`config.mk`:
```
export PLATFORM = sky130hd
export DESIGN_NAME = quicksort_engine_core_flat
export DESIGN_NICKNAME = d
export VERILOG_FILES = /design/src/hdl/qse_pkg.sv /design/src/hdl/qse_in_if.sv /design/src/hdl/qse_out_if.sv /design/src/hdl/qse_ram.sv /design/src/hdl/qse_sort.sv /design/src/hdl/quicksort_engine_core.sv /design/src/flat_wrapper.sv
export VERILOG_INCLUDE_DIRS = /design/src /design/src/hdl
export SDC_FILE = /design/constraint.sdc
export NUM_CORES = 2
export LEC_CHECK = 0
export BUFFER_PORTS_ARGS = -buffer_cell sky130_fd_sc_hd__buf_2
export CAP_MARGIN = 20
export CORE_MARGIN = 5
export CORE_UTILIZATION = 45
export DETAILED_ROUTE_END_ITERATION = 10
export PLACE_DENSITY = 0.71
export SLEW_MARGIN = 20
export SYNTH_ARGS = -nofsm -noshare
export SYNTH_HDL_FRONTEND = slang
export SYNTH_SLANG_ARGS = --single-unit
export TNS_END_PERCENT = 10
```
`constraint.sdc`:
```
create_clock -name clk -period 5.1 [get_ports clk]
set_input_delay 0.51 -clock clk [delete_from_list [all_inputs] [get_ports clk]]
set_output_delay 0.51 -clock clk [all_outputs]
set_load 0.02 [all_outputs]
```
`src/hdl/assert_macros.svh`:
```
`ifndef ASSERT_MACROS_SVH
`define ASSERT_MACROS_SVH

// condition must never hold
`define ASSERT_NEVER(label, clk, rst_n, cond, msg) \
	label: assert property (@(posedge clk) disable iff (!rst_n) !(cond)) else $error(msg);

// antecedent implies consequent in the same cycle
`define ASSERT_IMPLY(label, clk, rst_n, ante, cons, msg) \
	label: assert property (@(posedge clk) disable iff (!rst_n) (ante) |-> (cons)) else $error(msg);

// antecedent implies consequent in the next cycle
`define ASSERT_NEXT(label, clk, rst_n, ante, cons, msg) \
	label: assert property (@(posedge clk) disable iff (!rst_n) (ante) |=> (cons)) else $error(msg);

`endif

```
`src/hdl/qse_pkg.sv`:
```
`timescale 1ns / 1ps
package qse_pkg;
	localparam int VALUE_W          = 32;
	localparam int MAX_ELEMENTS_DEF = 64;
endpackage

```
`src/hdl/qse_in_if.sv`:
```
`timescale 1ns / 1ps
interface qse_in_if import qse_pkg::*; ();
	logic                      valid;
	logic                      ready;
	logic signed [VALUE_W-1:0] value;
	logic                      last;

	modport source (output valid, value, last, input ready);
	modport sink (input valid, value, last, output ready);
endinterface

```
`src/hdl/qse_out_if.sv`:
```
`timescale 1ns / 1ps
interface qse_out_if import qse_pkg::*; ();
	logic                      valid;
	logic                      ready;
	logic signed [VALUE_W-1:0] sorted_value;
	logic                      end_of_run;

	modport source (output valid, sorted_value, end_of_run, input ready);
	modport sink (input valid, sorted_value, end_of_run, output ready);
endinterface

```
`src/hdl/qse_ram.sv`:
```
`timescale 1ns / 1ps
module qse_ram #(
	parameter int WIDTH = 32,
	parameter int DEPTH = 64
) (
	input  logic                     clk,
	input  logic                     we,
	input  logic [$clog2(DEPTH)-1:0] waddr,
	input  logic [WIDTH-1:0]         wdata,
	input  logic [$clog2(DEPTH)-1:0] raddr,
	output logic [WIDTH-1:0]         rdata
);
	logic [WIDTH-1:0] mem [DEPTH];

	always_ff @(posedge clk) begin
		if (we) begin
			mem[waddr] <= wdata;
		end
		rdata <= mem[raddr];
	end
endmodule

```
`src/hdl/qse_sort.sv`:
```
`timescale 1ns / 1ps
module qse_sort import qse_pkg::*; #(
	parameter int MAX_ELEMENTS = MAX_ELEMENTS_DEF
) (
	input  logic                                clk,
	input  logic                                arst_n,
	input  logic                                start,
	input  logic [$clog2(MAX_ELEMENTS+1)-1:0]   count,
	output logic                                done,
	output logic                                st_we,
	output logic [$clog2(MAX_ELEMENTS)-1:0]     st_waddr,
	output logic [VALUE_W-1:0]                  st_wdata,
	output logic [$clog2(MAX_ELEMENTS)-1:0]     st_raddr,
	input  logic [VALUE_W-1:0]                  st_rdata
);
	localparam int IW  = $clog2(MAX_ELEMENTS);
	localparam int CW  = $clog2(MAX_ELEMENTS + 1);
	localparam int SPW = $clog2(MAX_ELEMENTS + 1);

	typedef enum logic [3:0] {
		S_IDLE, S_POP, S_RANGE, S_PIV, S_SCANL, S_SCANR,
		S_SWAP1, S_SWAP2, S_FIN1, S_FIN2, S_PUSHR
	} state_t;

	state_t                    state_q;
	logic [SPW-1:0]            sp_q;
	logic [IW-1:0]             lo_q, hi_q, i_q;
	logic [IW:0]               j_q;
	logic signed [VALUE_W-1:0] piv_q, vi_q, vj_q;
	logic                      done_q;

	logic                      stk_we;
	logic [IW-1:0]             stk_waddr, stk_raddr;
	logic [2*IW-1:0]           stk_wdata, stk_rdata;

	logic [SPW-1:0]            sp_dec;
	logic [CW-1:0]             count_dec;
	logic [IW-1:0]             rng_lo, rng_hi, i_inc, lo_inc;
	logic [IW:0]               j_dec, j_inc;
	logic signed [VALUE_W-1:0] rd_val;
	logic                      sp_room, left_go, right_go, push_left, push_right;

	assign sp_dec     = sp_q - 1'b1;
	assign count_dec  = count - 1'b1;
	assign rng_lo     = stk_rdata[IW-1:0];
	assign rng_hi     = stk_rdata[2*IW-1:IW];
	assign i_inc      = i_q + 1'b1;
	assign lo_inc     = lo_q + 1'b1;
	assign j_dec      = j_q - 1'b1;
	assign j_inc      = j_q + 1'b1;
	assign rd_val     = $signed(st_rdata);
	assign sp_room    = sp_q < SPW'(MAX_ELEMENTS);
	assign left_go    = (i_q < hi_q) && (rd_val < piv_q);
	assign right_go   = (j_q > {1'b0, lo_q}) && (piv_q < rd_val);
	assign push_left  = (j_q > {1'b0, lo_inc}) && (lo_inc != '0) && sp_room;
	assign push_right = (j_inc < {1'b0, hi_q}) && sp_room;
	assign done       = done_q;

	qse_ram #(
		.WIDTH(2 * IW),
		.DEPTH(MAX_ELEMENTS)
	) u_stack (
		.clk  (clk),
		.we   (stk_we),
		.waddr(stk_waddr),
		.wdata(stk_wdata),
		.raddr(stk_raddr),
		.rdata(stk_rdata)
	);

	always_comb begin
		st_we     = 1'b0;
		st_waddr  = '0;
		st_wdata  = '0;
		st_raddr  = '0;
		stk_we    = 1'b0;
		stk_waddr = '0;
		stk_wdata = '0;
		stk_raddr = '0;
		unique case (state_q)
			S_IDLE: begin
				stk_we    = start && (count >= CW'(2));
				stk_wdata = {count_dec[IW-1:0], {IW{1'b0}}};
			end
			S_POP: begin
				stk_raddr = sp_dec[IW-1:0];
			end
			S_RANGE: begin
				st_raddr = rng_lo;
			end
			S_PIV: begin
				st_raddr = lo_inc;
			end
			S_SCANL: begin
				st_raddr = left_go ? i_inc : j_dec[IW-1:0];
			end
			S_SCANR: begin
				st_raddr = j_dec[IW-1:0];
			end
			S_SWAP1: begin
				st_we    = 1'b1;
				st_waddr = j_q[IW-1:0];
				st_wdata = vi_q;
			end
			S_SWAP2: begin
				st_we    = 1'b1;
				st_waddr = i_q;
				st_wdata = vj_q;
				st_raddr = i_inc;
			end
			S_FIN1: begin
				st_we    = 1'b1;
				st_waddr = lo_q;
				st_wdata = vj_q;
			end
			S_FIN2: begin
				st_we     = 1'b1;
				st_waddr  = j_q[IW-1:0];
				st_wdata  = piv_q;
				stk_we    = push_left;
				stk_waddr = sp_q[IW-1:0];
				stk_wdata = {j_dec[IW-1:0], lo_q};
			end
			S_PUSHR: begin
				stk_we    = push_right;
				stk_waddr = sp_q[IW-1:0];
				stk_wdata = {hi_q, j_inc[IW-1:0]};
			end
			default: begin
			end
		endcase
	end

	always_ff @(posedge clk or negedge arst_n) begin
		if (!arst_n) begin
			state_q <= S_IDLE;
			sp_q    <= '0;
			lo_q    <= '0;
			hi_q    <= '0;
			i_q     <= '0;
			j_q     <= '0;
			piv_q   <= '0;
			vi_q    <= '0;
			vj_q    <= '0;
			done_q  <= 1'b0;
		end else begin
			done_q <= 1'b0;
			unique case (state_q)
				S_IDLE: begin
					if (start) begin
						if (count < CW'(2)) begin
							done_q <= 1'b1;
						end else begin
							sp_q    <= SPW'(1);
							state_q <= S_POP;
						end
					end
				end
				S_POP: begin
					if (sp_q == '0) begin
						done_q  <= 1'b1;
						state_q <= S_IDLE;
					end else begin
						sp_q    <= sp_dec;
						state_q <= S_RANGE;
					end
				end
				S_RANGE: begin
					lo_q    <= rng_lo;
					hi_q    <= rng_hi;
					state_q <= (rng_lo >= rng_hi) ? S_POP : S_PIV;
				end
				S_PIV: begin
					piv_q   <= rd_val;
					i_q     <= lo_inc;
					j_q     <= {1'b0, hi_q} + 1'b1;
					state_q <= S_SCANL;
				end
				S_SCANL: begin
					if (left_go) begin
						i_q <= i_inc;
					end else begin
						vi_q    <= rd_val;
						j_q     <= j_dec;
						state_q <= S_SCANR;
					end
				end
				S_SCANR: begin
					if (right_go) begin
						j_q <= j_dec;
					end else begin
						vj_q    <= rd_val;
						state_q <= ({1'b0, i_q} < j_q) ? S_SWAP1 : S_FIN1;
					end
				end
				S_SWAP1: begin
					state_q <= S_SWAP2;
				end
				S_SWAP2: begin
					i_q     <= i_inc;
					state_q <= S_SCANL;
				end
				S_FIN1: begin
					state_q <= S_FIN2;
				end
				S_FIN2: begin
					if (push_left) begin
						sp_q <= sp_q + 1'b1;
					end
					state_q <= S_PUSHR;
				end
				S_PUSHR: begin
					if (push_right) begin
						sp_q <= sp_q + 1'b1;
					end
					state_q <= S_POP;
				end
				default: begin
					state_q <= S_IDLE;
				end
			endcase
		end
	end
endmodule

```
`src/hdl/quicksort_engine_core.sv`:
```
// quicksort_engine_core: sorts a set of signed 32-bit values ascending.
// elements (sink): one value per request; last marks the final value of a
// set. A set is closed by last or when it reaches MAX_ELEMENTS values.
// Loading never stalls the sender; ready is high only while loading.
// results (source): the set in ascending order, one value per request,
// with end_of_run on the final value. After end_of_run is taken the block
// returns to loading at once.
// Sorting runs in place in a single-port-write store memory with a
// registered read, plus a range stack memory. Each partition step scans
// entries from both ends, exchanges each out-of-order pair with two
// store writes and ends its range by placing the pivot and pushing the
// subranges on the stack. Emission alternates a capture state and a
// show state, so results are not offered back to back.
// A stalled receiver holds the current result in its output register and
// freezes emission; no new values are taken until the set is drained.
// Reset empties the block; it comes up ready to load a new set.
`timescale 1ns / 1ps
`include "assert_macros.svh"
module quicksort_engine_core import qse_pkg::*; #(
	parameter int MAX_ELEMENTS = MAX_ELEMENTS_DEF
) (
	input logic      clk,
	input logic      arst_n,
	qse_in_if.sink   elements,
	qse_out_if.source results
);
	localparam int IW = $clog2(MAX_ELEMENTS);
	localparam int CW = $clog2(MAX_ELEMENTS + 1);

	typedef enum logic [2:0] {
		T_LOAD, T_SORT, T_FETCH, T_CAPT, T_SHOW
	} state_t;

	state_t                    state_q;
	logic [CW-1:0]             cnt_q, n_q;
	logic [IW-1:0]             k_q;
	logic                      out_valid_q;
	logic signed [VALUE_W-1:0] out_value_q;
	logic                      out_end_q;

	logic                      acc, fin;
	logic [CW-1:0]             cnt_inc, k_inc;

	logic                      st_we;
	logic [IW-1:0]             st_waddr, st_raddr;
	logic [VALUE_W-1:0]        st_wdata, st_rdata;

	logic                      sort_we, sort_done;
	logic [IW-1:0]             sort_waddr, sort_raddr;
	logic [VALUE_W-1:0]        sort_wdata;

	assign acc     = elements.valid && elements.ready;
	assign cnt_inc = cnt_q + 1'b1;
	assign fin     = elements.last || (cnt_inc == CW'(MAX_ELEMENTS));
	assign k_inc   = CW'(k_q) + 1'b1;

	assign elements.ready       = (state_q == T_LOAD);
	assign results.valid        = out_valid_q;
	assign results.sorted_value = out_value_q;
	assign results.end_of_run   = out_end_q;

	qse_ram #(
		.WIDTH(VALUE_W),
		.DEPTH(MAX_ELEMENTS)
	) u_store (
		.clk  (clk),
		.we   (st_we),
		.waddr(st_waddr),
		.wdata(st_wdata),
		.raddr(st_raddr),
		.rdata(st_rdata)
	);

	qse_sort #(
		.MAX_ELEMENTS(MAX_ELEMENTS)
	) u_sort (
		.clk     (clk),
		.arst_n  (arst_n),
		.start   (acc && fin),
		.count   (cnt_inc),
		.done    (sort_done),
		.st_we   (sort_we),
		.st_waddr(sort_waddr),
		.st_wdata(sort_wdata),
		.st_raddr(sort_raddr),
		.st_rdata(st_rdata)
	);

	// store port arbitration
	always_comb begin
		st_we    = 1'b0;
		st_waddr = '0;
		st_wdata = '0;
		st_raddr = '0;
		unique case (state_q)
			T_LOAD: begin
				st_we    = acc;
				st_waddr = cnt_q[IW-1:0];
				st_wdata = elements.value;
			end
			T_SORT: begin
				st_we    = sort_we;
				st_waddr = sort_waddr;
				st_wdata = sort_wdata;
				st_raddr = sort_raddr;
			end
			T_FETCH: begin
				st_raddr = k_q;
			end
			T_SHOW: begin
				st_raddr = k_q + 1'b1;
			end
			default: begin
			end
		endcase
	end

	always_ff @(posedge clk or negedge arst_n) begin
		if (!arst_n) begin
			state_q     <= T_LOAD;
			cnt_q       <= '0;
			n_q         <= '0;
			k_q         <= '0;
			out_valid_q <= 1'b0;
			out_value_q <= '0;
			out_end_q   <= 1'b0;
		end else begin
			unique case (state_q)
				T_LOAD: begin
					if (acc) begin
						if (fin) begin
							n_q     <= cnt_inc;
							cnt_q   <= '0;
							state_q <= T_SORT;
						end else begin
							cnt_q <= cnt_inc;
						end
					end
				end
				T_SORT: begin
					if (sort_done) begin
						k_q     <= '0;
						state_q <= T_FETCH;
					end
				end
				T_FETCH: begin
					state_q <= T_CAPT;
				end
				T_CAPT: begin
					out_value_q <= $signed(st_rdata);
					out_end_q   <= (k_inc == n_q);
					out_valid_q <= 1'b1;
					state_q     <= T_SHOW;
				end
				T_SHOW: begin
					if (results.ready) begin
						out_valid_q <= 1'b0;
						if (out_end_q) begin
							state_q <= T_LOAD;
						end else begin
							k_q     <= k_q + 1'b1;
							state_q <= T_CAPT;
						end
					end
				end
				default: begin
					state_q <= T_LOAD;
				end
			endcase
		end
	end

	`ASSERT_NEVER(a_load_vs_emit, clk, arst_n, elements.ready && results.valid, "loading while emitting")
	`ASSERT_NEXT(a_reload_after_end, clk, arst_n, results.valid && results.ready && results.end_of_run, elements.ready, "not ready after end of run")
	`ASSERT_IMPLY(a_done_in_sort, clk, arst_n, sort_done, state_q == T_SORT, "sort done outside sort phase")
	`ASSERT_NEVER(a_count_range, clk, arst_n, cnt_q >= CW'(MAX_ELEMENTS), "element count out of range")
endmodule
```
`src/flat_wrapper.sv`:
```
// flat-port wrapper written by rule: the top's interface ports become plain ports
module quicksort_engine_core_flat import qse_pkg::*;
#(
	parameter int MAX_ELEMENTS = MAX_ELEMENTS_DEF
)
  (clk, arst_n, elements_valid, elements_value, elements_last, elements_ready, results_valid, results_sorted_value, results_end_of_run, results_ready);
  qse_in_if elements_i ();
  qse_out_if results_i ();
  input logic clk;
  input logic arst_n;
  input wire logic [$bits(elements_i.valid)-1:0] elements_valid;
  input wire logic [$bits(elements_i.value)-1:0] elements_value;
  input wire logic [$bits(elements_i.last)-1:0] elements_last;
  output wire logic [$bits(elements_i.ready)-1:0] elements_ready;
  output wire logic [$bits(results_i.valid)-1:0] results_valid;
  output wire logic [$bits(results_i.sorted_value)-1:0] results_sorted_value;
  output wire logic [$bits(results_i.end_of_run)-1:0] results_end_of_run;
  input wire logic [$bits(results_i.ready)-1:0] results_ready;
  assign elements_i.valid = elements_valid;
  assign elements_i.value = elements_value;
  assign elements_i.last = elements_last;
  assign elements_ready = elements_i.ready;
  assign results_valid = results_i.valid;
  assign results_sorted_value = results_i.sorted_value;
  assign results_end_of_run = results_i.end_of_run;
  assign results_i.ready = results_ready;
  quicksort_engine_core #(.MAX_ELEMENTS(MAX_ELEMENTS)) u_core (.clk(clk), .arst_n(arst_n), .elements(elements_i), .results(results_i));
endmodule
```
==> summary.txt <==
Power and ir drop
  • Cell Pwr Density: between 500 and 600 mW/mm2
  • Total power: 80.0 mW
  • Peak VDD IR: 0.507 mV
  • Leak pwr: 50.1 nW

Clock network
  • Clock-pin slew on the worst setup and hold paths: roughly 60 ps
  • H-tree depth: 5
  • Maximum clock path buffer count: 4
  • Clk root buf: clkbuf_16
  • Sink Count: 3,050
  • Clock latency on the worst-skew pair: a little under 900 ps
  • Num CTS Buffers: 302
  • CTS tree: yes

Route
  • DR pass1 iterations: 6
  • Vias/cell: 6.19
  • Starting DRC count in detailed routing: 11,084
  • Final WL: ~350,000 um
  • Detailed-route via count: between 70,000 and 80,000
  • DR WL/cell: 27.6 um
  • DRC violations left: 0
  • Post-route ant nets: 0

Global routing
  • Global Route Usage Sum: 24.1%
  • Initial antenna violation count: 19
  • Grt total ovfl: 0
  • Vias in the first global route: between 70,000 and 80,000
  • Global-route wire length before repair: a little over 500,000 um
  • Largest net degree at the start of global routing: approximately 120

Logic synthesis
  • Yosys warning count: 0
  • Syn Nets: approximately 8,700
  • Avg Cell Area, Syn: 14.5 um2
  • Synthesized flop and latch total: 3,050
  • Async S/R FF share, synth: 6.23%
  • Post-synth EDFFs: 2,816
  • Post-synthesis cell count: 8,567
  • Post-synth cell types: 80
  • Register area share after synthesis: 72.9%
  • Post-synth top flop: edfxtp_1
  • Synth Cell Area: between 0.1 and 0.15 mm2

Die
  • Die Height: 535 um
  • Initial Util: a little under half
  • Io pins: 72
  • # rows: around 190
  • Die width: 535 um
  • Core box area: 0.274 mm2
  • Die area: 0.286 mm2

Finish
  • Area grow syn2layout: 15.9%
  • Fill count: roughly 22,000
  • Design area: 0.143 mm2
  • Non-Filler Instances: 12,811
  • Final nets: about 9,100
  • Share of cells above drive strength 1: 17.3%

Worst setup path
  • Worst path required time: 5880 ps
  • Critical Path Sink Type: register
  • CP Depth: 22
  • Most used cell, CP: buf_4
  • Worst-path cell chain: inv_1 -> ha_1 -> a21oi_1 -> o21a_1 -> a2bb2oi_1 -> nand4b_1 -> buf_4 -> buf_4 -> or3_4 -> a2111o_1 -> o221a_2 -> o221ai_4 -> buf_12 -> buf_4 -> buf_4 -> buf_12 -> a211oi_1 -> a311oi_1 -> a21oi_1 -> a22oi_1 -> buf_4 -> and4_2
  • Type of the worst setup path: reg -> reg
  • Slowest CP cell: a2111o_1
  • FF-to-FF path depth: 22
  • Delay-heaviest family, CP: compound AO/OA/AOI/OAI gates
  • Crit. Startpoint: u_core.u_store.rdata[25]
  • Worst path arrival time: 5830 ps
  • Worst R2R Start: u_core.u_store.rdata[25]
  • CP max FO: 31
  • R2R Setup Slk: 50 ps
  • Critical path launch point type: register
  • Critical path buffers and inverters: 8
  • RR Endpoint: u_core.u_store.rdata[5]
  • Worst path max stage delay: 440 ps
  • Critical path endpoint: u_core.u_store.rdata[5]

STA
  • Fin Clk Skew: 109 ps
  • Pins over their slew limit: 0
  • Final Hold Vio Count: 0
  • Min Clock Period, post-route: 5050 ps
  • FMAX: a little under 0.2 GHz
  • Least-Margin Pin Slew: 1250 ps
  • Unrepaired setup endpoints after global routing: yes
  • Max-slew headroom: 17.0%
  • Final setup fails: 0
  • Tcrit/Tclk final: 99.0%

Worst hold path
  • Worst Hold Class: in -> reg

Placed design
  • Placed Instances: 12,248
  • Dpl hpwl: 211,000 um
  • Gpl congestion: 0.933
  • DP Area: 0.134 mm2
  • Port-buffer cells: a little over 70

Job
  • Maxcap violations: 0

Status
  • Status: finished, final reports clean
per-layer routing:
metal / share of wire, % / global-route usage [%]
met1: 37 / 32.0
met3: 11 / 4.91
met4: 6.2 / 13.1
met5: 0.017 / 0
met2: 46 / 37.6
logic make-up after synthesis:
| family | count (synthesis) | synth area share, % |
|---|---|---|
| flops | 3050 | 72.9 |
| simple gates | 2955 | 10.6 |
| compound gates | 1479 | 8.41 |
| buf+inv | 686 | 2.30 |
| mux | 277 | 4.70 |
| fa+ha+maj | 77 | 0.778 |
| xor+xnor | 43 | 0.304 |
sequential cells by signal, indices dropped and copies added, names as in the netlist, 7 cells and up:
signal / cells
u_core.u_store.mem: 2048
u_core.u_sort.vj_q: 32
u_core.results.sorted_value: 32
u_core.u_sort.j_q: 7
u_core.u_sort.sp_q: 7
u_core.u_sort.piv_q: 32
u_core.u_store.rdata: 32
u_core.u_sort.u_stack.rdata: 12
u_core.u_sort.u_stack.mem: 768
u_core.n_q: 7
u_core.u_sort.vi_q: 32
u_core.cnt_q: 7
what timing repair did:
action                     CTS  global route
hold buffers                 3             0
buffers inserted            10             1
hold endpoints to repair   103             0
gates resized for setup     32            21
setup endpoints to repair   32           151
pin swaps                    6             8
cloned                       0             1
report_power, final:
part / switching (mW) / internal [mW]
clock network: 9.29 / 12.3
registers: 1.05 / 30.5
logic: 18.1 / 8.76
worst register-to-register path: cells and delay by family, from the launching register on:
family                   cells  cell delay [ps]
AO/OA/AOI/OAI               10             1970
adder cells (fa/ha/maj)      1              300
buffers and inverters        8             1450
flip-flops                   1              400
AND/OR/NAND/NOR              3              840
layout make-up:
type | count | area, um2 | area share [%]
Multi-Input combinational cell | 4831 | 32100 | 22.4
Sequential cell | 3050 | 90200 | 62.9
Clock inverter | 137 | 1190 | 0.833
Timing Repair Buffer | 718 | 6870 | 4.79
Clock buffer | 394 | 8280 | 5.77
Inverter | 75 | 285 | 0.199
Antenna cell | 17 | 42.5 | 0.0297
Tap cell | 3589 | 4490 | 3.13
cells in the final DEF, fill, tap and decap left out, types with 16 or more instances in the layout:
cell type	count
a211oi_1	336
a21oi_1	122
a222oi_1	39
a22oi_1	42
a311oi_1	251
a31oi_1	85
and2_1	18
and3_1	322
and4_1	25
buf_12	124
buf_2	70
buf_4	513
bufinv_16	16
clkbuf_1	64
clkbuf_16	312
clkbuf_8	20
clkinv_1	59
clkinv_2	39
dfrtp_1	190
dfxtp_1	32
diode_2	17
edfxtp_1	2816
ha_1	76
inv_1	71
mux2_2	36
mux4_2	240
nand2_1	1817
nand2b_1	117
nand3_1	254
nand4_1	107
nor2_1	134
nor2_4	68
nor3_1	24
o211ai_1	192
o21ai_0	269
o21ai_4	41
xnor2_1	28
cell usage after synthesis (77+ instances only):
cell type	n	area share [%]
clkbuf_1	379	1.1
edfxtp_1	2816	68
a311oi_1	252	1.8
nand2_1	1820	5.5
o211ai_1	192	1.2
ha_1	77	0.78
a31oi_1	86	0.43
nor2_1	203	0.62
a211oi_1	338	2.0
dfrtp_1	190	3.8
and3_1	322	1.6
mux4_2	240	4.4
buf_2	168	0.68
nand2b_1	117	0.59
nand3_1	256	1.0
nand4_1	107	0.54
a21oi_1	123	0.50
o21ai_0	313	1.3
metrics by stage:
| stage | hold WS, ps | worst slack, ps | util [%] | setup TNS, ps |
|---|---|---|---|---|
| after floorplan | 214 | 45.6 | - | 0 |
| after global placement | 452 | -788 | 48.8 | -12510 |
| after detailed placement | 454 | -806 | 48.8 | -13410 |
| after CTS | 104 | 19.4 | 52.3 | 0 |
| after global routing | 114 | -80.1 | 52.4 | -4110 |
| final | 133 | 49.1 | 52.4 | 0 |
how the worst min path moves through the flow:
stage,startpoint,to,slack [ps],cells after the start
2_1_floorplan,arst_n,u_core.cnt_q[0],210,0
3_3_place_gp,u_core.u_sort.u_stack.rdata[6],u_core.u_sort.hi_q[0],450,2
4_1_cts,elements_last,u_core.cnt_q[5],100,3
5_1_grt,elements_last,u_core.cnt_q[5],110,3
3_5_place_dp,u_core.u_sort.u_stack.rdata[6],u_core.u_sort.hi_q[0],450,2
6_report,elements_last,u_core.cnt_q[5],130,3
Note: power is estimated with default switching activity, not from simulation.
